`src/hdl/assert_macros.svh`:
```
// ----------------------------------------------------------------------------
// assert_macros.svh
// Assertion macros shared by the RTL; empty bodies when SYNTHESIS is defined.
// ----------------------------------------------------------------------------
`ifndef ASSERT_MACROS_SVH
`define ASSERT_MACROS_SVH

`ifndef SYNTHESIS

// Checked on every rising clock edge, off while reset is applied
`define ASSERT_CLK(lbl, clk, rst_n, prop) \
  lbl: assert property (@(posedge clk) disable iff (!rst_n) prop) \
    else $error("assertion failed");

// Checked on every rising clock edge, reset included
`define ASSERT_ALWAYS(lbl, clk, prop) \
  lbl: assert property (@(posedge clk) prop) \
    else $error("assertion failed");

`else

`define ASSERT_CLK(lbl, clk, rst_n, prop)
`define ASSERT_ALWAYS(lbl, clk, prop)

`endif

`endif

```
`src/hdl/ctam_pkg.sv`:
```
// ----------------------------------------------------------------------------
// ctam_pkg
// Types, constants and the threshold check functions of the cell alarm monitor.
// ----------------------------------------------------------------------------
package ctam_pkg;

  // Field widths
  localparam int IDX_W      = 5;
  localparam int VALUE_BITS = 16;
  localparam int TIME_W     = 32;
  localparam int THR_W      = 16;
  localparam int DUR_W      = 16;
  localparam int LIMIT_W    = 50;
  localparam int CFG_IDX_W  = 2;
  localparam int LVL_W      = 2;
  localparam int CMP_W      = (VALUE_BITS > THR_W) ? VALUE_BITS : THR_W;

  // Defaults
  localparam int NUM_CELLS_DEF = 32;
  localparam int MIN_START     = 5000;

  // Action levels
  localparam logic [LVL_W-1:0] LVL_NONE  = 2'd0;
  localparam logic [LVL_W-1:0] LVL_WARN  = 2'd1;
  localparam logic [LVL_W-1:0] LVL_ALARM = 2'd2;

  // Comparator modes
  typedef enum logic [1:0] {
    CMP_GT = 2'd0,
    CMP_GE = 2'd1,
    CMP_LT = 2'd2,
    CMP_LE = 2'd3
  } cmp_t;

  // Configuration register indexes
  typedef enum logic [CFG_IDX_W-1:0] {
    REG_ALARM_HIGH = 2'd0,
    REG_WARN_HIGH  = 2'd1,
    REG_ALARM_LOW  = 2'd2,
    REG_WARN_LOW   = 2'd3
  } cfg_reg_t;

  // One limit register: duration, comparator, clear and set thresholds
  typedef struct packed {
    logic [DUR_W-1:0]        dur;
    cmp_t                    cmp;
    logic signed [THR_W-1:0] clr;
    logic signed [THR_W-1:0] set;
  } limit_t;

  typedef struct packed {
    limit_t alarm_hi;
    limit_t warn_hi;
    limit_t alarm_lo;
    limit_t warn_lo;
  } cfg_t;

  // Per-cell latch state of one side
  typedef struct packed {
    logic              sf;
    logic              cf;
    logic [TIME_W-1:0] ss;
    logic [TIME_W-1:0] cs;
  } side_state_t;

  typedef struct packed {
    side_state_t hi;
    side_state_t lo;
  } cell_state_t;

  typedef struct packed {
    side_state_t      st;
    logic             ev;
    logic [LVL_W-1:0] lvl;
  } side_res_t;

  // Running extremes
  typedef struct packed {
    logic signed [VALUE_BITS-1:0] peak_value;
    logic [IDX_W-1:0]             peak_cell;
    logic signed [VALUE_BITS-1:0] trough_value;
    logic [IDX_W-1:0]             trough_cell;
  } trk_t;

  // Channel payloads
  typedef struct packed {
    logic [IDX_W-1:0]             cell_index;
    logic signed [VALUE_BITS-1:0] sample_value;
    logic [TIME_W-1:0]            now_seconds;
  } in_item_t;

  typedef struct packed {
    logic                         high_active;
    logic                         high_cleared;
    logic                         high_event;
    logic [LVL_W-1:0]             high_level;
    logic                         low_active;
    logic                         low_cleared;
    logic                         low_event;
    logic [LVL_W-1:0]             low_level;
    logic signed [VALUE_BITS-1:0] peak_value;
    logic [IDX_W-1:0]             peak_cell;
    logic signed [VALUE_BITS-1:0] trough_value;
    logic [IDX_W-1:0]             trough_cell;
  } out_item_t;

  // One set/clear pair check against a limit
  function automatic side_res_t pair_check(
    input limit_t                       lim,
    input logic signed [VALUE_BITS-1:0] v,
    input logic [TIME_W-1:0]            now,
    input logic [LVL_W-1:0]             level,
    input side_state_t                  st_in
  );
    side_res_t               r;
    logic signed [CMP_W-1:0] vx;
    logic signed [CMP_W-1:0] sx;
    logic signed [CMP_W-1:0] cx;
    logic                    sc;
    logic                    cc;
    logic [TIME_W-1:0]       dur;
    vx  = CMP_W'(v);
    sx  = CMP_W'(lim.set);
    cx  = CMP_W'(lim.clr);
    dur = TIME_W'(lim.dur);
    unique case (lim.cmp)
      CMP_GT: begin sc = vx >  sx; cc = vx <  cx; end
      CMP_GE: begin sc = vx >= sx; cc = vx <= cx; end
      CMP_LT: begin sc = vx <  sx; cc = vx >  cx; end
      CMP_LE: begin sc = vx <= sx; cc = vx >= cx; end
      default: begin sc = 1'b0; cc = 1'b0; end
    endcase
    r.st  = st_in;
    r.ev  = 1'b0;
    r.lvl = LVL_NONE;
    // set condition
    if (sc) begin
      if (!r.st.sf) begin
        if (TIME_W'(now - r.st.ss) > dur) begin
          r.st.sf = 1'b1;
          r.st.cf = 1'b0;
          r.st.ss = now;
          r.ev    = 1'b1;
          r.lvl   = level;
        end
      end else begin
        r.lvl = level;
      end
    end else begin
      r.st.ss = now;
    end
    // clear condition, sees the set latch as just updated
    if (cc) begin
      if (!r.st.cf) begin
        if (TIME_W'(now - r.st.cs) > dur) begin
          r.st.cf = 1'b1;
          r.st.cs = now;
          r.ev    = r.st.sf;
          r.st.sf = 1'b0;
          r.lvl   = level;
        end
      end else begin
        r.lvl = level;
      end
    end else begin
      r.st.cs = now;
    end
    return r;
  endfunction

  // Alarm pair always; warning pair only while the side is neither set nor cleared
  function automatic side_res_t side_eval(
    input limit_t                       alarm,
    input limit_t                       warn,
    input logic signed [VALUE_BITS-1:0] v,
    input logic [TIME_W-1:0]            now,
    input side_state_t                  st_in
  );
    side_res_t ra;
    side_res_t rw;
    ra = pair_check(alarm, v, now, LVL_ALARM, st_in);
    rw = pair_check(warn, v, now, LVL_WARN, ra.st);
    return (!ra.st.sf && !ra.st.cf) ? rw : ra;
  endfunction

endpackage

```
`src/hdl/ctam_tracker.sv`:
```
// ----------------------------------------------------------------------------
// ctam_tracker
// Running maximum and minimum with their cells; cell 0 restarts tracking.
// ----------------------------------------------------------------------------
module ctam_tracker (
  input  logic                                clk,
  input  logic                                rst_n,
  input  logic                                upd,
  input  logic [ctam_pkg::IDX_W-1:0]          cell_id,
  input  logic signed [ctam_pkg::VALUE_BITS-1:0] value,
  output ctam_pkg::trk_t                      trk_nxt_o
);
  import ctam_pkg::*;

  trk_t trk_r;
  trk_t trk_nxt;

  // updated extremes, including the sample at hand
  always_comb begin
    trk_nxt = trk_r;
    if (cell_id == '0) begin
      trk_nxt.peak_value   = value;
      trk_nxt.trough_value = value;
      trk_nxt.peak_cell    = '0;
      trk_nxt.trough_cell  = '0;
    end else begin
      if (value > trk_r.peak_value) begin
        trk_nxt.peak_value = value;
        trk_nxt.peak_cell  = cell_id;
      end
      if (value < trk_r.trough_value) begin
        trk_nxt.trough_value = value;
        trk_nxt.trough_cell  = cell_id;
      end
    end
  end

  assign trk_nxt_o = trk_nxt;

  always_ff @(posedge clk) begin
    if (!rst_n) begin
      trk_r.peak_value   <= '0;
      trk_r.peak_cell    <= '0;
      trk_r.trough_value <= VALUE_BITS'(MIN_START);
      trk_r.trough_cell  <= '0;
    end else if (upd) begin
      trk_r <= trk_nxt;
    end
  end

endmodule

```
`config.mk`:
```
export PLATFORM = sky130hd
export DESIGN_NAME = ctam_tracker
export DESIGN_NICKNAME = d
export VERILOG_FILES = /design/src/hdl/assert_macros.svh /design/src/hdl/ctam_pkg.sv /design/src/hdl/ctam_tracker.sv
export SDC_FILE = /design/constraint.sdc
export NUM_CORES = 1
export LEC_CHECK = 0
export BUFFER_PORTS_ARGS = -buffer_cell sky130_fd_sc_hd__buf_2
export CAP_MARGIN = 20
export CORE_MARGIN = 5
export CORE_UTILIZATION = 45
export CTS_CLUSTER_DIAMETER = 120
export DETAILED_ROUTE_END_ITERATION = 7
export GPL_TIMING_DRIVEN = 0
export PLACE_DENSITY = 0.75
export SLEW_MARGIN = 20
export SYNTH_ARGS = -nofsm -noshare
export SYNTH_HDL_FRONTEND = slang
export SYNTH_SLANG_ARGS = --single-unit
```
`constraint.sdc`:
```
create_clock -name clk -period 4.4 [get_ports clk]
set_input_delay 0.22 -clock clk [delete_from_list [all_inputs] [get_ports clk]]
set_output_delay 0.22 -clock clk [all_outputs]
set_load 0.1 [all_outputs]
```
# Yosys cells after proc, flatten, opt, wreduce, memory -nomap -nowiden
# Cells that the tools add are included.
# W data, S select, Z words.
# word_totals
register_bits	42
latch_bits	0
mem_bits_rw	0
rom_bits	0
input_bits	24
output_inout_bits	42
elab_cells	10
mem_count	0
# classes
n_addsub	0
mul	0
div	0
magnitude_cmp	2
n_eq_ne	0
shifts	0
n_mux	3
bitwise_logic	0
n_reduce_logical	1
# op_table
cell	n
$mux W21	2
$mux W42	1
$gt A16 B16 Y1	1
$lt A16 B16 Y1	1
$logic_not A5 Y1	1

# Depth between registers and ports, before layout
# logic_depth
word_depth	3
ltp_mapped	10
mapped_depth_nobuf	9

# Worst setup path before layout
# No wires, ideal clock.
# synth_timing
kind	register to output
start	reg trk_r[6] (netlist name)
end	out trk_nxt_o[10] (netlist name)
arrival_time_ns	3.983
t_required_ns	4.180
slack_ns	0.197
path_stages_with_launch	10
path_buffers	2
path_cell_list	dfxtp_1 inv_1 ha_1 a2111o_1 a311oi_1 o21ai_2 mux2i_4 buf_6 buf_6 o21ai_0
# synth_lines
item	line	text
from (decl)	ctam_tracker.sv:15	trk_t trk_r;
from (signal assigned)	ctam_tracker.sv:47	trk_r <= trk_nxt;
to (decl)	ctam_tracker.sv:11	output ctam_pkg::trk_t trk_nxt_o

==> flow_summary.yaml <==
cells_and_area:
  fin_nets: 485
  layout_commonest_cell: "nand2_1"
  area_growth_pct: 16.4
  final_cell_mix: "nand2_1 (73), buf_2 (63), dfxtp_1 (42), inv_1 (37), ha_1 (31)"
  finalNonFillerCells: 507
  drive_above_1_share_pct: 23.0
  post-route-util_pct: 54.2
  diodes: 0
  regMostFlops: "trk_r"
  largest_reg_flops: 42
  largestRegisters: "trk_r x42"
placed_design:
  dp_hpwl_um: 6000
  port_buffers: 63
  dp.cells: 500
  gp_congestion: 0.876
synthesis:
  synth_seq_area_share_pct: 28.3
  yosys.area.top_type: "dfxtp_1"
  synth.cell_area_sq_um: 2970
  ys_top_cells_by_area: "dfxtp_1 (28%), ha_1 (13%), nand2_1 (9.2%)"
  syn-num-nets: 415
  syn_inst: 360
  synthArstFlopShare_pct: 0
  avgSynthCellArea_sq_um: 8.26
  ys_types: 44
  yosys.area.top_type_share_pct: 28.3
  synth_seq_cells: 42
  yosys_warnings: 0
  synth_top_flop_cell: "dfxtp_1"
  synth_edf_count: 0
worst_setup_path:
  crit_path_top_delay_cell: "nor4_1"
  critical_path_buf_inv_count: 3
  crit_start: "trk_r[41]"
  crit_path_end_kind: "primary output"
  crit_required_ps: 4180
  cp_slowest_stage_delay_ps: 480
  critical_path_class: "register to primary output"
  worstSetupStartpointType: "register"
  r2r-start: "trk_r[41]"
  crit_family: "simple AND/OR/NAND/NOR gates"
  crit_chain: "inv_1 > ha_1 > nand4_1 > nor4_1 > a21boi_1 > nor3_1 > o211a_4 > nor2_4 > buf_6 > mux2_2 > buf_2"
  critPathMaxFanout: 10
  arrival_ps: 3320
clock_tree:
  cts_resized: 0
  clk_pin_slew_worst_paths_ps: 80
  cts.sinks: 42
  clk_path_buf_depth: 2
  htreeDepth: 2
  cts_buffers: 5
  postCtsHoldBufs: 0
  cts_setup_buffers: 0
  cts_tree: "done"
  clk_latency_ps: 290
  cts-root-buf: "clkbuf_8"
route:
  wl_per_cell_um: 15.6
  post_drt_via_cell_ratio: 5.38
  ant_nets: 0
  drc: 0
  dr.pass1.iters: 4
  vias: 2730
  drtIter0Drc: 180
  wirelength_um: 7890
run:
  drv_cap: 0
grt:
  gr-usage-all-layers_pct: 18.5
  grt_antenna_before_repair: 0
  grt_pass1_wl_um: 12600
  globalRoute.totalOverflow: 0
  grt_pass1_vias: 2539
  grt_max_degree: 12
run_status:
  outcome: "complete, no violations"
sta:
  relSlewSlack_pct: 53.2
  rsz0062_at_grt: "false"
  finClkSkew_ps: 4.54
  finalSetupViolations: 0
  hold_viol_final: 0
  slew_viol_final: 0
  fin_crit_sh_pct: 80.6
  fin_setup_tns_ps: 0
  fmax_mhz: 282
  worst_slew_pin_slew_ps: 699
  period_needed_ps: 3540
floorplanning:
  start_util_pct: 46.6
  die_w_um: 91.3
  design.core.area_sq_um: 6390
  dieArea_sq_um: 8330
  io-pin-count: 66
  dieHeight_um: 91.3
  rows: 29
power:
  power.leakage_uw: 0.00165
  peakVddDrop_mv: 0.265
  powerDensity_nw_per_um2: 479
hold_path:
  hp-class: "input port to register"
  hold_start: "cell_id[1]"
==> through the flow <==
step           power [uW]  area [sq um]  hold slack [ps]  worst slack [ps]
4_1_cts              1660          3460              203               843
3_5_place_dp         1430          3380              451              1170
6_report             1660          3460              206               855
5_1_grt              1730          3460              210               647
2_1_floorplan        1260          2970              359               197
3_3_place_gp         1420          3380              446              1190
==> metal layers <==
| metal | track usage [%] | routed length, um | up-vias |
|---|---|---|---|
| met1 | 25.5 | 3600 | 1255 |
| met5 | 0 | 0 | - |
| met3 | 3.39 | 489 | 12 |
| li1 | - | - | 1385 |
| met2 | 29.4 | 3700 | 78 |
| met4 | 5.26 | 92 | 0 |
==> worst paths after layout <==
| path | to | slack (ps) | depth (start not counted) |
|---|---|---|---|
| max | trk_nxt_o[39] | 860 | 11 |
| min | trk_r[1] | 210 | 3 |
| max reg2reg | trk_r[40] | 1650 | 10 |
| min reg2reg | trk_r[16] | 460 | 2 |
==> worst min-delay path: stages <==
cell and delay [ps]:
buf_2 110, nand2_1 50, o22ai_1 70
==> synthesized netlist by cell type, types with 5 or more instances <==
| library cell | count |
|---|---|
| a21oi_1 | 19 |
| a22o_1 | 5 |
| and2_1 | 6 |
| buf_6 | 6 |
| clkbuf_1 | 9 |
| dfxtp_1 | 42 |
| ha_1 | 31 |
| inv_1 | 37 |
| mux2_2 | 16 |
| mux2i_1 | 27 |
| nand2_1 | 73 |
| nand3_1 | 7 |
| nand4_1 | 5 |
| nor2_1 | 8 |
| o211ai_1 | 6 |
| o21ai_0 | 20 |
| o22ai_1 | 5 |
| o2bb2ai_1 | 5 |
==> layout make-up <==
class	instances	area (sq um)
plain buffers	18	121
clock buffers	7	76.3
fillers	589	2930
inverters	37	139
multi-input cells	263	1870
flip-flops and latches	42	841
well taps	77	96.3
repair buffers	63	315
==> cells by family after synthesis <==
group	Yosys count	synth area share, %
mux	45	16.3
flops	42	28.3
buf+inv	55	8.75
xor+xnor	1	0.295
fa+ha+maj	31	13.0
compound gates	73	16.2
simple gates	113	17.1
==> power by group <==
group          switching [uW]  internal, uW
combinational             771           211
sequential               20.5           417
clock                     128           109
(Power assumes the default switching activity.)
