[config.mk]
export PLATFORM = sky130hd
export DESIGN_NAME = ctam_cfg_regs
export DESIGN_NICKNAME = d
export VERILOG_FILES = /design/src/hdl/assert_macros.svh /design/src/hdl/ctam_pkg.sv /design/src/hdl/ctam_cfg_regs.sv
export SDC_FILE = /design/constraint.sdc
export NUM_CORES = 1
export LEC_CHECK = 0
export BUFFER_PORTS_ARGS = -buffer_cell sky130_fd_sc_hd__buf_2
export CORE_MARGIN = 10
export CORE_UTILIZATION = 45
export DETAILED_ROUTE_END_ITERATION = 7
export PLACE_DENSITY = 0.73
export SYNTH_ARGS = -nofsm -noshare
export SYNTH_HDL_FRONTEND = slang
export SYNTH_SLANG_ARGS = --single-unit
export TNS_END_PERCENT = 5
[constraint.sdc]
create_clock -name clk -period 1 [get_ports clk]
set_input_delay 0.05 -clock clk [delete_from_list [all_inputs] [get_ports clk]]
set_output_delay 0.05 -clock clk [all_outputs]
set_load 0.05 [all_outputs]
[src/hdl/assert_macros.svh]
// ----------------------------------------------------------------------------
// assert_macros.svh
// Assertion macros shared by the RTL; empty bodies when SYNTHESIS is defined.
// ----------------------------------------------------------------------------
`ifndef ASSERT_MACROS_SVH
`define ASSERT_MACROS_SVH

`ifndef SYNTHESIS

// Checked on every rising clock edge, off while reset is applied
`define ASSERT_CLK(lbl, clk, rst_n, prop) \
  lbl: assert property (@(posedge clk) disable iff (!rst_n) prop) \
    else $error("assertion failed");

// Checked on every rising clock edge, reset included
`define ASSERT_ALWAYS(lbl, clk, prop) \
  lbl: assert property (@(posedge clk) prop) \
    else $error("assertion failed");

`else

`define ASSERT_CLK(lbl, clk, rst_n, prop)
`define ASSERT_ALWAYS(lbl, clk, prop)

`endif

`endif

[src/hdl/ctam_pkg.sv]
// ----------------------------------------------------------------------------
// ctam_pkg
// Types, constants and the threshold check functions of the cell alarm monitor.
// ----------------------------------------------------------------------------
package ctam_pkg;

  // Field widths
  localparam int IDX_W      = 5;
  localparam int VALUE_BITS = 16;
  localparam int TIME_W     = 32;
  localparam int THR_W      = 16;
  localparam int DUR_W      = 16;
  localparam int LIMIT_W    = 50;
  localparam int CFG_IDX_W  = 2;
  localparam int LVL_W      = 2;
  localparam int CMP_W      = (VALUE_BITS > THR_W) ? VALUE_BITS : THR_W;

  // Defaults
  localparam int NUM_CELLS_DEF = 32;
  localparam int MIN_START     = 5000;

  // Action levels
  localparam logic [LVL_W-1:0] LVL_NONE  = 2'd0;
  localparam logic [LVL_W-1:0] LVL_WARN  = 2'd1;
  localparam logic [LVL_W-1:0] LVL_ALARM = 2'd2;

  // Comparator modes
  typedef enum logic [1:0] {
    CMP_GT = 2'd0,
    CMP_GE = 2'd1,
    CMP_LT = 2'd2,
    CMP_LE = 2'd3
  } cmp_t;

  // Configuration register indexes
  typedef enum logic [CFG_IDX_W-1:0] {
    REG_ALARM_HIGH = 2'd0,
    REG_WARN_HIGH  = 2'd1,
    REG_ALARM_LOW  = 2'd2,
    REG_WARN_LOW   = 2'd3
  } cfg_reg_t;

  // One limit register: duration, comparator, clear and set thresholds
  typedef struct packed {
    logic [DUR_W-1:0]        dur;
    cmp_t                    cmp;
    logic signed [THR_W-1:0] clr;
    logic signed [THR_W-1:0] set;
  } limit_t;

  typedef struct packed {
    limit_t alarm_hi;
    limit_t warn_hi;
    limit_t alarm_lo;
    limit_t warn_lo;
  } cfg_t;

  // Per-cell latch state of one side
  typedef struct packed {
    logic              sf;
    logic              cf;
    logic [TIME_W-1:0] ss;
    logic [TIME_W-1:0] cs;
  } side_state_t;

  typedef struct packed {
    side_state_t hi;
    side_state_t lo;
  } cell_state_t;

  typedef struct packed {
    side_state_t      st;
    logic             ev;
    logic [LVL_W-1:0] lvl;
  } side_res_t;

  // Running extremes
  typedef struct packed {
    logic signed [VALUE_BITS-1:0] peak_value;
    logic [IDX_W-1:0]             peak_cell;
    logic signed [VALUE_BITS-1:0] trough_value;
    logic [IDX_W-1:0]             trough_cell;
  } trk_t;

  // Channel payloads
  typedef struct packed {
    logic [IDX_W-1:0]             cell_index;
    logic signed [VALUE_BITS-1:0] sample_value;
    logic [TIME_W-1:0]            now_seconds;
  } in_item_t;

  typedef struct packed {
    logic                         high_active;
    logic                         high_cleared;
    logic                         high_event;
    logic [LVL_W-1:0]             high_level;
    logic                         low_active;
    logic                         low_cleared;
    logic                         low_event;
    logic [LVL_W-1:0]             low_level;
    logic signed [VALUE_BITS-1:0] peak_value;
    logic [IDX_W-1:0]             peak_cell;
    logic signed [VALUE_BITS-1:0] trough_value;
    logic [IDX_W-1:0]             trough_cell;
  } out_item_t;

  // One set/clear pair check against a limit
  function automatic side_res_t pair_check(
    input limit_t                       lim,
    input logic signed [VALUE_BITS-1:0] v,
    input logic [TIME_W-1:0]            now,
    input logic [LVL_W-1:0]             level,
    input side_state_t                  st_in
  );
    side_res_t               r;
    logic signed [CMP_W-1:0] vx;
    logic signed [CMP_W-1:0] sx;
    logic signed [CMP_W-1:0] cx;
    logic                    sc;
    logic                    cc;
    logic [TIME_W-1:0]       dur;
    vx  = CMP_W'(v);
    sx  = CMP_W'(lim.set);
    cx  = CMP_W'(lim.clr);
    dur = TIME_W'(lim.dur);
    unique case (lim.cmp)
      CMP_GT: begin sc = vx >  sx; cc = vx <  cx; end
      CMP_GE: begin sc = vx >= sx; cc = vx <= cx; end
      CMP_LT: begin sc = vx <  sx; cc = vx >  cx; end
      CMP_LE: begin sc = vx <= sx; cc = vx >= cx; end
      default: begin sc = 1'b0; cc = 1'b0; end
    endcase
    r.st  = st_in;
    r.ev  = 1'b0;
    r.lvl = LVL_NONE;
    // set condition
    if (sc) begin
      if (!r.st.sf) begin
        if (TIME_W'(now - r.st.ss) > dur) begin
          r.st.sf = 1'b1;
          r.st.cf = 1'b0;
          r.st.ss = now;
          r.ev    = 1'b1;
          r.lvl   = level;
        end
      end else begin
        r.lvl = level;
      end
    end else begin
      r.st.ss = now;
    end
    // clear condition, sees the set latch as just updated
    if (cc) begin
      if (!r.st.cf) begin
        if (TIME_W'(now - r.st.cs) > dur) begin
          r.st.cf = 1'b1;
          r.st.cs = now;
          r.ev    = r.st.sf;
          r.st.sf = 1'b0;
          r.lvl   = level;
        end
      end else begin
        r.lvl = level;
      end
    end else begin
      r.st.cs = now;
    end
    return r;
  endfunction

  // Alarm pair always; warning pair only while the side is neither set nor cleared
  function automatic side_res_t side_eval(
    input limit_t                       alarm,
    input limit_t                       warn,
    input logic signed [VALUE_BITS-1:0] v,
    input logic [TIME_W-1:0]            now,
    input side_state_t                  st_in
  );
    side_res_t ra;
    side_res_t rw;
    ra = pair_check(alarm, v, now, LVL_ALARM, st_in);
    rw = pair_check(warn, v, now, LVL_WARN, ra.st);
    return (!ra.st.sf && !ra.st.cf) ? rw : ra;
  endfunction

endpackage

[src/hdl/ctam_cfg_regs.sv]
// ----------------------------------------------------------------------------
// ctam_cfg_regs
// Limit register file; one write transfer per cycle, always ready.
// ----------------------------------------------------------------------------
module ctam_cfg_regs (
  input  logic                            clk,
  input  logic                            rst_n,
  input  logic                            cfg_valid,
  output logic                            cfg_ready,
  input  logic [ctam_pkg::CFG_IDX_W-1:0]  cfg_index,
  input  logic [ctam_pkg::LIMIT_W-1:0]    cfg_wdata,
  output ctam_pkg::cfg_t                  cfg_o
);
  import ctam_pkg::*;

  cfg_t cfg_r;
  cfg_t cfg_nxt;

  assign cfg_ready = 1'b1;
  assign cfg_o     = cfg_r;

  // register select
  always_comb begin
    cfg_nxt = cfg_r;
    if (cfg_valid) begin
      unique case (cfg_reg_t'(cfg_index))
        REG_ALARM_HIGH: cfg_nxt.alarm_hi = limit_t'(cfg_wdata);
        REG_WARN_HIGH:  cfg_nxt.warn_hi  = limit_t'(cfg_wdata);
        REG_ALARM_LOW:  cfg_nxt.alarm_lo = limit_t'(cfg_wdata);
        REG_WARN_LOW:   cfg_nxt.warn_lo  = limit_t'(cfg_wdata);
        default:        cfg_nxt = cfg_r;
      endcase
    end
  end

  always_ff @(posedge clk) begin
    if (!rst_n) begin
      cfg_r <= '0;
    end else begin
      cfg_r <= cfg_nxt;
    end
  end

endmodule

## Word level (Yosys, flattened, before mapping)

Cells that the tools add are included.
W data, S select, Z words.

| operators by class | value |
|---|---|
| reduce and logical (&&, ||, !) cells | 5 |
| eq/ne operators | 3 |

Operators by type and width:

| operator | number |
|---|---|
| $reduce_and A2 Y1 | 4 |
| $eq A2 B2 Y1 const B | 2 |
| $eq A2 B1 Y1 const B | 1 |
| $logic_not A2 Y1 | 1 |

| word-level totals | value |
|---|---|
| input bits | 55 |
| logic and storage cells | 24 |
| register bits after elaboration | 200 |
| output and inout bits | 201 |

## Depth between registers and ports, before layout

| depth | value |
|---|---|
| depth in word-level cells | 2 |
| mapped depth | 5 |
| depth with buffers taken out | 2 |

## Worst setup path before layout

OpenSTA, ideal clock, no wires.

| path | value |
|---|---|
| path kind | register to register |
| start | reg cfg_o[0] (netlist name) |
| end | reg cfg_r, in the netlist cfg_o[0] |
| period minus slack after synthesis | 0.885 ns |
| stages on the path, launching flop included | 3 |
| data required time | 0.928 ns |
| path slack | 0.115 ns |
| library setup time | 0.072 ns |
| path buffers | 0 |
| arrival time | 0.813 ns |
| path through | dfxtp_1 -> nand2_1 -> mux2i_1 |

RTL lines:

| what | RTL line | RTL |
|---|---|---|
| end signal: assignment | ctam_cfg_regs.sv:40 | `cfg_r <= cfg_nxt;` |
| end: declaration | ctam_cfg_regs.sv:16 | `cfg_t cfg_r;` |

## Worst setup path in the final report

| path | value |
|---|---|
| start | reg cfg_r, in the netlist cfg_o[106] |
| end | out cfg_o[106] in the netlist's numbering |

RTL lines:

| what | RTL line | RTL |
|---|---|---|
| end: declaration | ctam_cfg_regs.sv:12 | `output ctam_pkg::cfg_t cfg_o` |

No word-level cell between the ends.

==> flow_summary.json <==
{
  "status": "finished with violations",
  "violations": "negative setup slack",
  "fmax_ghz": 0.993,
  "drc": 0,
  "worstPathArrival_ns": 0.96,
  "crit_required_ns": 0.95,
  "cp-start-kind": "flip-flop",
  "initial_core_util_pct": 46.1,
  "cp_top_family": "flip-flops",
  "cts_buffers": 17,
  "hpwl_um": 14500,
  "hold_viol": 0,
  "vias_per_cell": 5.02,
  "cts.clk_slew.worst_paths_ns": 0.08,
  "core_area_mm2": 0.0159,
  "synthCells": 707,
  "layout_setup_ws_ns": -0.00722,
  "ios": 256,
  "fin_cells": 1234,
  "critical_path_cell_count": 1,
  "grt_pass1_vias": 6444,
  "skew_ns": 0,
  "portBuffers": 254,
  "endpoint_kind": "primary output",
  "vias": 6195,
  "synth_fp_nets": 762,
  "fill_cells": 935,
  "cts.sink_count": 200,
  "power_mw": 18.5,
  "yosysTopAreaCell": "dfxtp_1",
  "period_share_pct": 101,
  "syn_area_mm2": 0.00735,
  "grt_antenna_before_repair": 1,
  "first_pass_iters": 5,
  "grt_max_degree": 41,
  "maxCapViolCount": 0,
  "grt_usage_pct": 21.2,
  "crit_buf_inv": 1,
  "leakagePower_nw": 5.78,
  "dp_cells": 1151,
  "finalSetupTns_ns": -0.00876,
  "crit_fanout": 2,
  "r2r_cells": 2,
  "p_per_area_mw_per_mm2": 1530,
  "post_drt_wl_per_cell_um": 20.7,
  "synth_ff_type": "dfxtp_1",
  "period_minus_slack_ns": 1.01,
  "insertion_delay_ns": 0.42,
  "synth-edff-count": 0,
  "tritoncts": "done",
  "die-area_mm2": 0.0219,
  "synth_cell_types": 10,
  "crit_chain": "buf_8",
  "finalInstanceArea_mm2": 0.0121,
  "clock_path_buffers": 2,
  "htreeDepth": 4,
  "yosysMostFrequentCell": "nand2_1",
  "overflow": 0,
  "netlist_top_cells_count": "nand2_1 (250), dfxtp_1 (200), mux2i_1 (200)",
  "cpPeakStageDelay_ns": 0.37,
  "seq_area_frac_synth_pct": 54.5,
  "grt_pass1_wl_um": 37100,
  "root_buffer": "clkbuf_16",
  "avgSynthCellArea_um2": 10.4,
  "rsz0062_at_grt": "yes",
  "synthTopCellsByArea": "dfxtp_1 (54%), mux2i_1 (27%), nand2_1 (13%), buf_6 (2.3%), buf_2 (2.0%)",
  "synth_seq_cells": 200,
  "whs_ns": 0.000434,
  "setup_viol": 2,
  "drive_above_1_share_pct": 50.9,
  "crit_type": "flip-flop to primary output",
  "routabilityCongestion": 0.784,
  "yosysWarningCount": 0,
  "rows": 46,
  "min_path_type": "input pin to flip-flop",
  "ir_drop_mv": 1.43,
  "min_path_cells": 3,
  "largest_reg_flops": 200,
  "chipHeight_um": 148,
  "yosys.area.top_type_share_pct": 54.5,
  "placed_area_mm2": 0.00893,
  "postRouteAntennaNets": 0,
  "wl_um": 25500,
  "slowest_stage": "dfxtp_2",
  "die_w_um": 148,
  "async_reset_ff_share_pct": 0,
  "finalNetCount": 1059,
  "area_growth_pct": 64.3,
  "drtIter0Drc": 225,
  "slew_viol_final": 0
}
## cells in the final DEF (no fill, tap or decap)
| cell type | netlist | layout |
|---|---|---|
| nand2_1 | 250 | 250 |
| mux2i_1 | 200 | 200 |
| dfxtp_2 | 0 | 196 |
| buf_8 | 0 | 149 |
| buf_2 | 30 | 53 |
| buf_6 | 15 | 52 |
| dlygate4sd3_1 | 0 | 46 |
| clkbuf_16 | 0 | 17 |
| buf_4 | 7 | 15 |
| buf_12 | 0 | 15 |
| dfxtp_4 | 0 | 4 |
| clkinvlp_4 | 0 | 4 |
| inv_8 | 0 | 4 |
| nand3b_1 | 2 | 2 |
| clkbuf_8 | 0 | 2 |
| inv_6 | 0 | 2 |
| diode_2 | 0 | 1 |
| nor3b_4 | 0 | 1 |
| nand3_4 | 0 | 1 |
| conb_1 | 1 | 1 |
| clkinv_4 | 0 | 1 |
| clkinv_2 | 0 | 1 |
| bufinv_16 | 0 | 1 |
## stage by stage
stage | worst slack, ns | util (%)
2_1_floorplan | 0.115 | -
3_3_place_gp | -0.0452 | 56.0
3_5_place_dp | -0.112 | 56.0
4_1_cts | -0.0188 | 72.5
5_1_grt | -0.0350 | 75.8
6_report | -0.00722 | 75.8
## repair_timing
item                       CTS  global route
buffers inserted             1             3
setup endpoints to repair  200           160
resized for setup          617           136
hold buffers                46             0
pin swaps                    0             0
hold endpoints to repair   182             0
## layer usage
layer  vias up  GRT usage, %  share of wire, %
met5         -             0                 0
met4         0          6.69               1.9
met3        30          7.30               6.7
met2       224          37.2                52
met1      3015          23.6                39
li1       2926             -                 -
## worst register-to-register path, cell delays in order, from the launching register on
cell and delay [ns]:
dfxtp_2 0.37, nand2_1 0.09, mux2i_1 0.20
## cells by family after synthesis
group	Yosys count	share of synthesized area [%]
flops	200	54.5
buf+inv	52	5.05
mux	200	27.2
other cells	1	0.0510
simple gates	254	13.2
## report_power, final
group          internal, mW  switching [mW]
logic                  1.27            1.84
registers              8.29           0.263
clock network          3.66            3.22
## layout make-up
type | count | area [µm²] | area share (%)
clock buffer | 19 | 453 | 3.75
clock inverter | 13 | 136 | 1.13
tap | 216 | 270 | 2.24
antenna | 1 | 2.50 | 0.0207
sequential | 200 | 4260 | 35.3
multi-input combinational | 455 | 3000 | 24.8
timing repair buffer | 330 | 3960 | 32.8
## final timing paths
path,start,to,slack [ns]
worst max register to register,cfg_o[55],cfg_o[55],0.25
worst max-delay path,cfg_o[106],cfg_o[106],-0.007
worst min-delay path,cfg_wdata[0],cfg_o[100],0.0004
worst min register to register,cfg_o[188],cfg_o[188],0.47
Power figures use the tool's default switching activity.
