[src/hdl/assert_macros.svh]
// ----------------------------------------------------------------------------
// assert_macros.svh
// Assertion macros shared by the RTL; empty bodies when SYNTHESIS is defined.
// ----------------------------------------------------------------------------
`ifndef ASSERT_MACROS_SVH
`define ASSERT_MACROS_SVH

`ifndef SYNTHESIS

// Checked on every rising clock edge, off while reset is applied
`define ASSERT_CLK(lbl, clk, rst_n, prop) \
  lbl: assert property (@(posedge clk) disable iff (!rst_n) prop) \
    else $error("assertion failed");

// Checked on every rising clock edge, reset included
`define ASSERT_ALWAYS(lbl, clk, prop) \
  lbl: assert property (@(posedge clk) prop) \
    else $error("assertion failed");

`else

`define ASSERT_CLK(lbl, clk, rst_n, prop)
`define ASSERT_ALWAYS(lbl, clk, prop)

`endif

`endif

[src/hdl/ctam_pkg.sv]
// ----------------------------------------------------------------------------
// ctam_pkg
// Types, constants and the threshold check functions of the cell alarm monitor.
// ----------------------------------------------------------------------------
package ctam_pkg;

  // Field widths
  localparam int IDX_W      = 5;
  localparam int VALUE_BITS = 16;
  localparam int TIME_W     = 32;
  localparam int THR_W      = 16;
  localparam int DUR_W      = 16;
  localparam int LIMIT_W    = 50;
  localparam int CFG_IDX_W  = 2;
  localparam int LVL_W      = 2;
  localparam int CMP_W      = (VALUE_BITS > THR_W) ? VALUE_BITS : THR_W;

  // Defaults
  localparam int NUM_CELLS_DEF = 32;
  localparam int MIN_START     = 5000;

  // Action levels
  localparam logic [LVL_W-1:0] LVL_NONE  = 2'd0;
  localparam logic [LVL_W-1:0] LVL_WARN  = 2'd1;
  localparam logic [LVL_W-1:0] LVL_ALARM = 2'd2;

  // Comparator modes
  typedef enum logic [1:0] {
    CMP_GT = 2'd0,
    CMP_GE = 2'd1,
    CMP_LT = 2'd2,
    CMP_LE = 2'd3
  } cmp_t;

  // Configuration register indexes
  typedef enum logic [CFG_IDX_W-1:0] {
    REG_ALARM_HIGH = 2'd0,
    REG_WARN_HIGH  = 2'd1,
    REG_ALARM_LOW  = 2'd2,
    REG_WARN_LOW   = 2'd3
  } cfg_reg_t;

  // One limit register: duration, comparator, clear and set thresholds
  typedef struct packed {
    logic [DUR_W-1:0]        dur;
    cmp_t                    cmp;
    logic signed [THR_W-1:0] clr;
    logic signed [THR_W-1:0] set;
  } limit_t;

  typedef struct packed {
    limit_t alarm_hi;
    limit_t warn_hi;
    limit_t alarm_lo;
    limit_t warn_lo;
  } cfg_t;

  // Per-cell latch state of one side
  typedef struct packed {
    logic              sf;
    logic              cf;
    logic [TIME_W-1:0] ss;
    logic [TIME_W-1:0] cs;
  } side_state_t;

  typedef struct packed {
    side_state_t hi;
    side_state_t lo;
  } cell_state_t;

  typedef struct packed {
    side_state_t      st;
    logic             ev;
    logic [LVL_W-1:0] lvl;
  } side_res_t;

  // Running extremes
  typedef struct packed {
    logic signed [VALUE_BITS-1:0] peak_value;
    logic [IDX_W-1:0]             peak_cell;
    logic signed [VALUE_BITS-1:0] trough_value;
    logic [IDX_W-1:0]             trough_cell;
  } trk_t;

  // Channel payloads
  typedef struct packed {
    logic [IDX_W-1:0]             cell_index;
    logic signed [VALUE_BITS-1:0] sample_value;
    logic [TIME_W-1:0]            now_seconds;
  } in_item_t;

  typedef struct packed {
    logic                         high_active;
    logic                         high_cleared;
    logic                         high_event;
    logic [LVL_W-1:0]             high_level;
    logic                         low_active;
    logic                         low_cleared;
    logic                         low_event;
    logic [LVL_W-1:0]             low_level;
    logic signed [VALUE_BITS-1:0] peak_value;
    logic [IDX_W-1:0]             peak_cell;
    logic signed [VALUE_BITS-1:0] trough_value;
    logic [IDX_W-1:0]             trough_cell;
  } out_item_t;

  // One set/clear pair check against a limit
  function automatic side_res_t pair_check(
    input limit_t                       lim,
    input logic signed [VALUE_BITS-1:0] v,
    input logic [TIME_W-1:0]            now,
    input logic [LVL_W-1:0]             level,
    input side_state_t                  st_in
  );
    side_res_t               r;
    logic signed [CMP_W-1:0] vx;
    logic signed [CMP_W-1:0] sx;
    logic signed [CMP_W-1:0] cx;
    logic                    sc;
    logic                    cc;
    logic [TIME_W-1:0]       dur;
    vx  = CMP_W'(v);
    sx  = CMP_W'(lim.set);
    cx  = CMP_W'(lim.clr);
    dur = TIME_W'(lim.dur);
    unique case (lim.cmp)
      CMP_GT: begin sc = vx >  sx; cc = vx <  cx; end
      CMP_GE: begin sc = vx >= sx; cc = vx <= cx; end
      CMP_LT: begin sc = vx <  sx; cc = vx >  cx; end
      CMP_LE: begin sc = vx <= sx; cc = vx >= cx; end
      default: begin sc = 1'b0; cc = 1'b0; end
    endcase
    r.st  = st_in;
    r.ev  = 1'b0;
    r.lvl = LVL_NONE;
    // set condition
    if (sc) begin
      if (!r.st.sf) begin
        if (TIME_W'(now - r.st.ss) > dur) begin
          r.st.sf = 1'b1;
          r.st.cf = 1'b0;
          r.st.ss = now;
          r.ev    = 1'b1;
          r.lvl   = level;
        end
      end else begin
        r.lvl = level;
      end
    end else begin
      r.st.ss = now;
    end
    // clear condition, sees the set latch as just updated
    if (cc) begin
      if (!r.st.cf) begin
        if (TIME_W'(now - r.st.cs) > dur) begin
          r.st.cf = 1'b1;
          r.st.cs = now;
          r.ev    = r.st.sf;
          r.st.sf = 1'b0;
          r.lvl   = level;
        end
      end else begin
        r.lvl = level;
      end
    end else begin
      r.st.cs = now;
    end
    return r;
  endfunction

  // Alarm pair always; warning pair only while the side is neither set nor cleared
  function automatic side_res_t side_eval(
    input limit_t                       alarm,
    input limit_t                       warn,
    input logic signed [VALUE_BITS-1:0] v,
    input logic [TIME_W-1:0]            now,
    input side_state_t                  st_in
  );
    side_res_t ra;
    side_res_t rw;
    ra = pair_check(alarm, v, now, LVL_ALARM, st_in);
    rw = pair_check(warn, v, now, LVL_WARN, ra.st);
    return (!ra.st.sf && !ra.st.cf) ? rw : ra;
  endfunction

endpackage

[src/hdl/ctam_cell_store.sv]
// ----------------------------------------------------------------------------
// ctam_cell_store
// Per-cell latch state memory with valid bits and write-to-read bypass.
// ----------------------------------------------------------------------------
module ctam_cell_store #(
  parameter  int NUM_CELLS = ctam_pkg::NUM_CELLS_DEF,
  localparam int AW        = (NUM_CELLS > 1) ? $clog2(NUM_CELLS) : 1
) (
  input  logic                  clk,
  input  logic                  rst_n,
  input  logic                  rd_en,
  input  logic [AW-1:0]         rd_addr,
  input  logic                  wr_en,
  input  logic [AW-1:0]         wr_addr,
  input  ctam_pkg::cell_state_t wr_data,
  output ctam_pkg::cell_state_t rd_data
);
  import ctam_pkg::*;

  cell_state_t mem [NUM_CELLS];
  logic        vld_r [NUM_CELLS];

  cell_state_t rd_mem_r;
  cell_state_t byp_data_r;
  logic        rd_vld_r;
  logic        byp_hit_r;

  // memory array, registered read
  always_ff @(posedge clk) begin
    if (wr_en) begin
      mem[wr_addr] <= wr_data;
    end
    if (rd_en) begin
      rd_mem_r   <= mem[rd_addr];
      byp_data_r <= wr_data;
    end
  end

  // valid bits: an entry never written reads as all zero
  always_ff @(posedge clk) begin
    if (!rst_n) begin
      for (int i = 0; i < NUM_CELLS; i++) begin
        vld_r[i] <= 1'b0;
      end
      rd_vld_r  <= 1'b0;
      byp_hit_r <= 1'b0;
    end else begin
      if (wr_en) begin
        vld_r[wr_addr] <= 1'b1;
      end
      if (rd_en) begin
        rd_vld_r  <= vld_r[rd_addr];
        byp_hit_r <= wr_en && (wr_addr == rd_addr);
      end
    end
  end

  // a write in the same cycle as the read wins
  always_comb begin
    if (byp_hit_r) begin
      rd_data = byp_data_r;
    end else if (rd_vld_r) begin
      rd_data = rd_mem_r;
    end else begin
      rd_data = '0;
    end
  end

endmodule

[config.mk]
export PLATFORM = sky130hd
export DESIGN_NAME = ctam_cell_store
export DESIGN_NICKNAME = d
export VERILOG_FILES = /design/src/hdl/assert_macros.svh /design/src/hdl/ctam_pkg.sv /design/src/hdl/ctam_cell_store.sv
export SDC_FILE = /design/constraint.sdc
export NUM_CORES = 2
export LEC_CHECK = 0
export ABC_CLOCK_PERIOD_IN_PS = 24700
export BUFFER_PORTS_ARGS = -buffer_cell sky130_fd_sc_hd__buf_2
export CAP_MARGIN = 25
export CORE_UTILIZATION = 51
export DETAILED_ROUTE_END_ITERATION = 8
export MAX_ROUTING_LAYER = met4
export PLACE_DENSITY = 0.67
export SYNTH_ARGS = -nofsm -noshare
export SYNTH_HDL_FRONTEND = slang
export SYNTH_MEMORY_MAX_BITS = 65536
export SYNTH_SLANG_ARGS = --single-unit
[constraint.sdc]
create_clock -name clk -period 24.7 [get_ports clk]
set_input_delay 4.94 -clock clk [delete_from_list [all_inputs] [get_ports clk]]
set_output_delay 4.94 -clock clk [all_outputs]
set_load 0.02 [all_outputs]
* Yosys cells after proc, flatten, opt, wreduce, memory -nomap -nowiden
Memories as Yosys holds them, arrays and structs flattened. A register that Yosys moved wholly into a read port is not among the register bits. Index checks and enable logic that the tools add are counted.
Operators by class: equality and inequality tests 1, multiplexer cells 10, reductions and logical operators 3
Operators by type and width (number):
- $mux W132 | 2
- $mux W1 | 7
- $eq A5 B5 Y1 | 1
- $mux W5 | 1
- $logic_and A1 B1 Y1 | 1
- $logic_not A1 Y1 | 1
- $reduce_or A1 Y1 | 1
Word-level totals: flip-flop bits (word level) 133, memory bits (writable) 4256, bits of input ports 146, output and inout bits 132, word-level logic and storage cells 25, memories 2
Memories:
- mem | depth 32, width 132, rd ports 1, clocked after memory_dff 1, write ports 1, RTL line ctam_cell_store.sv:20 | cell_state_t mem [NUM_CELLS];
- vld_r | depth 32, width 1, rd ports 1, clocked after memory_dff 1, write ports 32, RTL line ctam_cell_store.sv:21 | logic vld_r [NUM_CELLS];

* Longest topological paths before layout
depth in word-level cells 5, gate-level depth with buffers 9, mapped depth without buffers 4

* Least setup slack after synthesis
Ideal clock, no wire load.
kind input -> register, start point input port wr_addr[4], end point memory mem[17][0] (netlist bit), enable pin, setup time 0.627 ns, arrival 11.223 ns, data required time 24.073 ns, setup slack 12.850 ns, stages on the path 3, buffers on the path 1, path through clkbuf_1 > or3b_2 > nor2_1
RTL lines:
- start, declared | RTL line ctam_cell_store.sv:14 | input logic [AW-1:0] wr_addr,
- end, declared | RTL line ctam_cell_store.sv:20
No word-level cell before the write port.

==> metrics.md <==
| Metric | Value |
|---|---|
| Status | completed |
| Reg2reg start | mem[29][108]$_DFFE_PP_ |
| Critical path startpoint category | flip-flop |
| Min Tclk post-route | about 9 ns |
| Total global routing overflow | 0 |
| Post-Syn Nets | approximately 7k |
| Worst path required time | 19.76 ns |
| Die Ht | just under 600 um |
| Hold Path End | vld_r[7]$_DFF_P_ |
| CTS tree | yes |
| Clk slew on worst S/H paths | about 0.06 ns |
| I/O pins | 278 |
| Post-Synth Adder-Cell Area | 0% |
| Final setup viols | 0 |
| Filler cell count | between 20k and 25k |
| Worst Path Max Fanout | 48 |
| # hold bufs at CTS | 0 |
| Largest family of logic cells by synthesized area | multiplexers |
| Port Buffers | roughly 280 |
| Vias in the first global route | ~80k |
| Hold depth | 1 |
| Cells after synthesis | between 6k and 7k |
| Drt via density | about 6.4 |
| Antenna-violating nets left | 0 |
| Max-slew violation count | 0 |
| Clk_lat worst skew | 0.97 ns |
| Final Hold Fails | 0 |
| Largest net degree at the start of global routing | about 150 |
| Detailed Route WL | between 400 and 500 mm |
| Routed len/inst | 34.6 um |
| Slew margin rel. | between 20% and 30% |
| Hold crit path type | reg -> reg |
| P per Cell Area | 83.5 nW/um^2 |
| Drt pass-1 iters | 5 |
| Multi-input gate area | roughly 34000 sq um |
| Initial antenna violation count | 36 |
| Post-Syn Area | about 170000 sq um |
| #FFs+latches synth | between 4k and 5k |
| Core Area | roughly 330000 sq um |
| HPWL Detailed | slightly below 200 mm |
| Leak Pwr | slightly above 0.06 uW |
| Share of cells above drive strength 1 | between 30% and 40% |
| Area Overhead vs Synth | 12.9% |
| Vias | ~79k |
| Part of the Yosys area used for sequential elements | 79.5% |
| Synth Area in Compound Gates | between 1 and 1.5% |
| Die X | 580 um |
| DRC viols | 0 |
| TritonCTS Buffers | about 440 |
| RSZ-0062 raised after global routing | no |
| Starting DRT DRC Count | around 10k |
| Dpl ws | between 10 and 15 ns |
| Worst r2r path cells | 3 |
| Setup TNS | 0 ns |
| Clk sinks | around 4.5k |
| GP Congestion | between 0.7 and 0.8 |
| Inst Count DP | ~11k |
| Post-CTS Resized | 0 |
| Full die area | ~340000 sq um |
| Xor/xnor share of the synthesized area | less than 1% |
| Worst Skew | roughly 0.031 ns |
| Post-layout nets | roughly 7.6k |
| Fmax | ~110 MHz |
| Setup bufs post-CTS | 0 |
| CP arrival | 3.81 ns |
| Power consumption | roughly 16000 uW |
| Setup ws final | 15.95 ns |
| WS Path Type | reg -> out |
| Ys Warns | 0 |
| Fin crit share | between 30% and 40% |
| CTS HTree Levels | 5 |
| VDD IR max | 0.0635 mV |
| Max cap viols | 0 |
| Hold path start | vld_r[7]$_DFF_P_ |
| Final Instance Count excl. Fillers | approximately 12k |
| Syn avg cell area | between 20 and 25 sq um |
| Row count | 211 |
| R2R Path End | rd_mem_r[108]$_DFFE_PP_ |
| Gr usage total | 25.9% |
| CTS root buf | clkbuf_16 |
| Crit end category | output pin |
| Sequential cell area | around 140000 sq um |
| Worst-margin pin slew | 1.18 ns |
| CTS Buffer Depth | 4 |
| R2R setup slack | roughly 23 ns |
| Post-synthesis mux area share | 17.4% |
| Simple-gate share of the synthesized area | 0.792% |
| Number of library cell types mapped by synthesis | 32 |
| First-pass GRT wire length | ~600 mm |
| Initial Utilization | between 50 and 60% |
cells by family (layout without fill, tap and decap cells):
| logic type | count (synthesis) | in the layout |
|---|---|---|
| xor gates and xnor gates | 5 | 5 |
| muxes | 1418 | 1418 |
| DFF | 4522 | 4522 |
| and+or+nand+nor | 343 | 343 |
| buffers and inverters | 377 | 1267 |
| AOI/OAI and AO/OA | 265 | 265 |
| other | 0 | 26 |
flip-flops by register name, summed over array words and instances, names as in the netlist:
signal / count
rd_vld_r: 1
byp_hit_r: 1
vld_r: 32
rd_mem_r: 132
byp_data_r: 132
mem: 4224
stage by stage:
step	area (sq um)	util [%]	hold slack [ns]
after global placement	178000	53.6	0.441
final	192000	58.0	0.462
after detailed placement	178000	53.6	0.449
after CTS	192000	58.0	0.463
after global routing	192000	58.0	0.478
after floorplan	170000	-	0.435
routing by layer:
layer	up-vias	track usage, %	share of wire [%]
met3	614	3.19	7.6
li1	31000	-	-
met1	43500	34.6	39
met4	0	6.04	2.4
met2	3625	43.0	51
met5	-	-	0
worst max-delay path by stage:
stage	endpoint	slack, ns	start
floorplan	mem[17][0]$_DFFE_PP_	12.85	wr_addr[4]
CTS	rd_mem_r[89]$_DFFE_PP_	15.62	rd_addr[0]
detailed placement	rd_mem_r[89]$_DFFE_PP_	14.65	rd_addr[0]
finish	rd_data[108]	15.95	byp_hit_r$_SDFFE_PN0P_
global placement	rd_mem_r[89]$_DFFE_PP_	14.62	rd_addr[0]
global route	rd_mem_r[107]$_DFFE_PP_	15.54	rd_addr[0]
power breakdown:
group	switching [uW]	total, uW	internal, uW
registers	37.7	8610	8570
logic	423	719	296
clock network	2860	6730	3870
total	3320	16100	12700
critical path, stage by stage (launching register included):
cell	delay, ns
dfxtp_4	0.41
buf_4	0.75
buf_4	0.88
a22o_1	0.51
buf_2	0.24
cells in the final DEF, fill, tap and decap left out, drive strengths merged, types with 2 or more instances in the layout:
master and n:
a221o 47, a22o 132, buf 440, bufinv 50, clkbuf 538, clkinv 209, clkinvlp 12, dfxtp 34
diode 26, edfxtp 4488, inv 18, mux2 86, mux2i 100, mux4 1232, nand2 287, nand2b 3
nand3 2, nand3b 5, nor2 35, nor2b 4, o21a 32, o22ai 50, or3b 3, xor2 4
area by class of cell:
class,instances,share of cell area [%]
Sequential cell,4522,70.5
Multi-Input combinational cell,2031,17.5
Clock buffer,538,6.04
Tap cell,4366,2.84
Timing Repair Buffer,440,1.67
Clock inverter,288,1.48
Antenna cell,26,0.0338
Inverter,1,0.00325
synthesized netlist by cell type, drive strengths merged:
library cell	count	area [sq um]
mux2i	100	1000
mux2	86	968
a221o	47	470
a22o	132	1160
a21oi	1	5.00
a21boi	1	7.51
nor2b	4	25.0
o21a	32	240
clkinv	1	3.75
nor3	1	5.00
nand2b	3	18.8
xor2	4	35.0
nand3	2	10.0
o311ai	1	8.76
edfxtp	4488	135000
buf	177	843
dfxtp	34	681
nand3b	5	37.5
xnor2	1	8.76
or3	1	6.26
nor2	35	131
nand4	1	6.26
mux4	1232	27700
clkbuf	199	747
o22ai	50	313
o211ai	1	7.51
nand2	287	1080
or3b	3	26.3
nor4	1	6.26
Note: power is estimated with default switching activity, not from simulation.
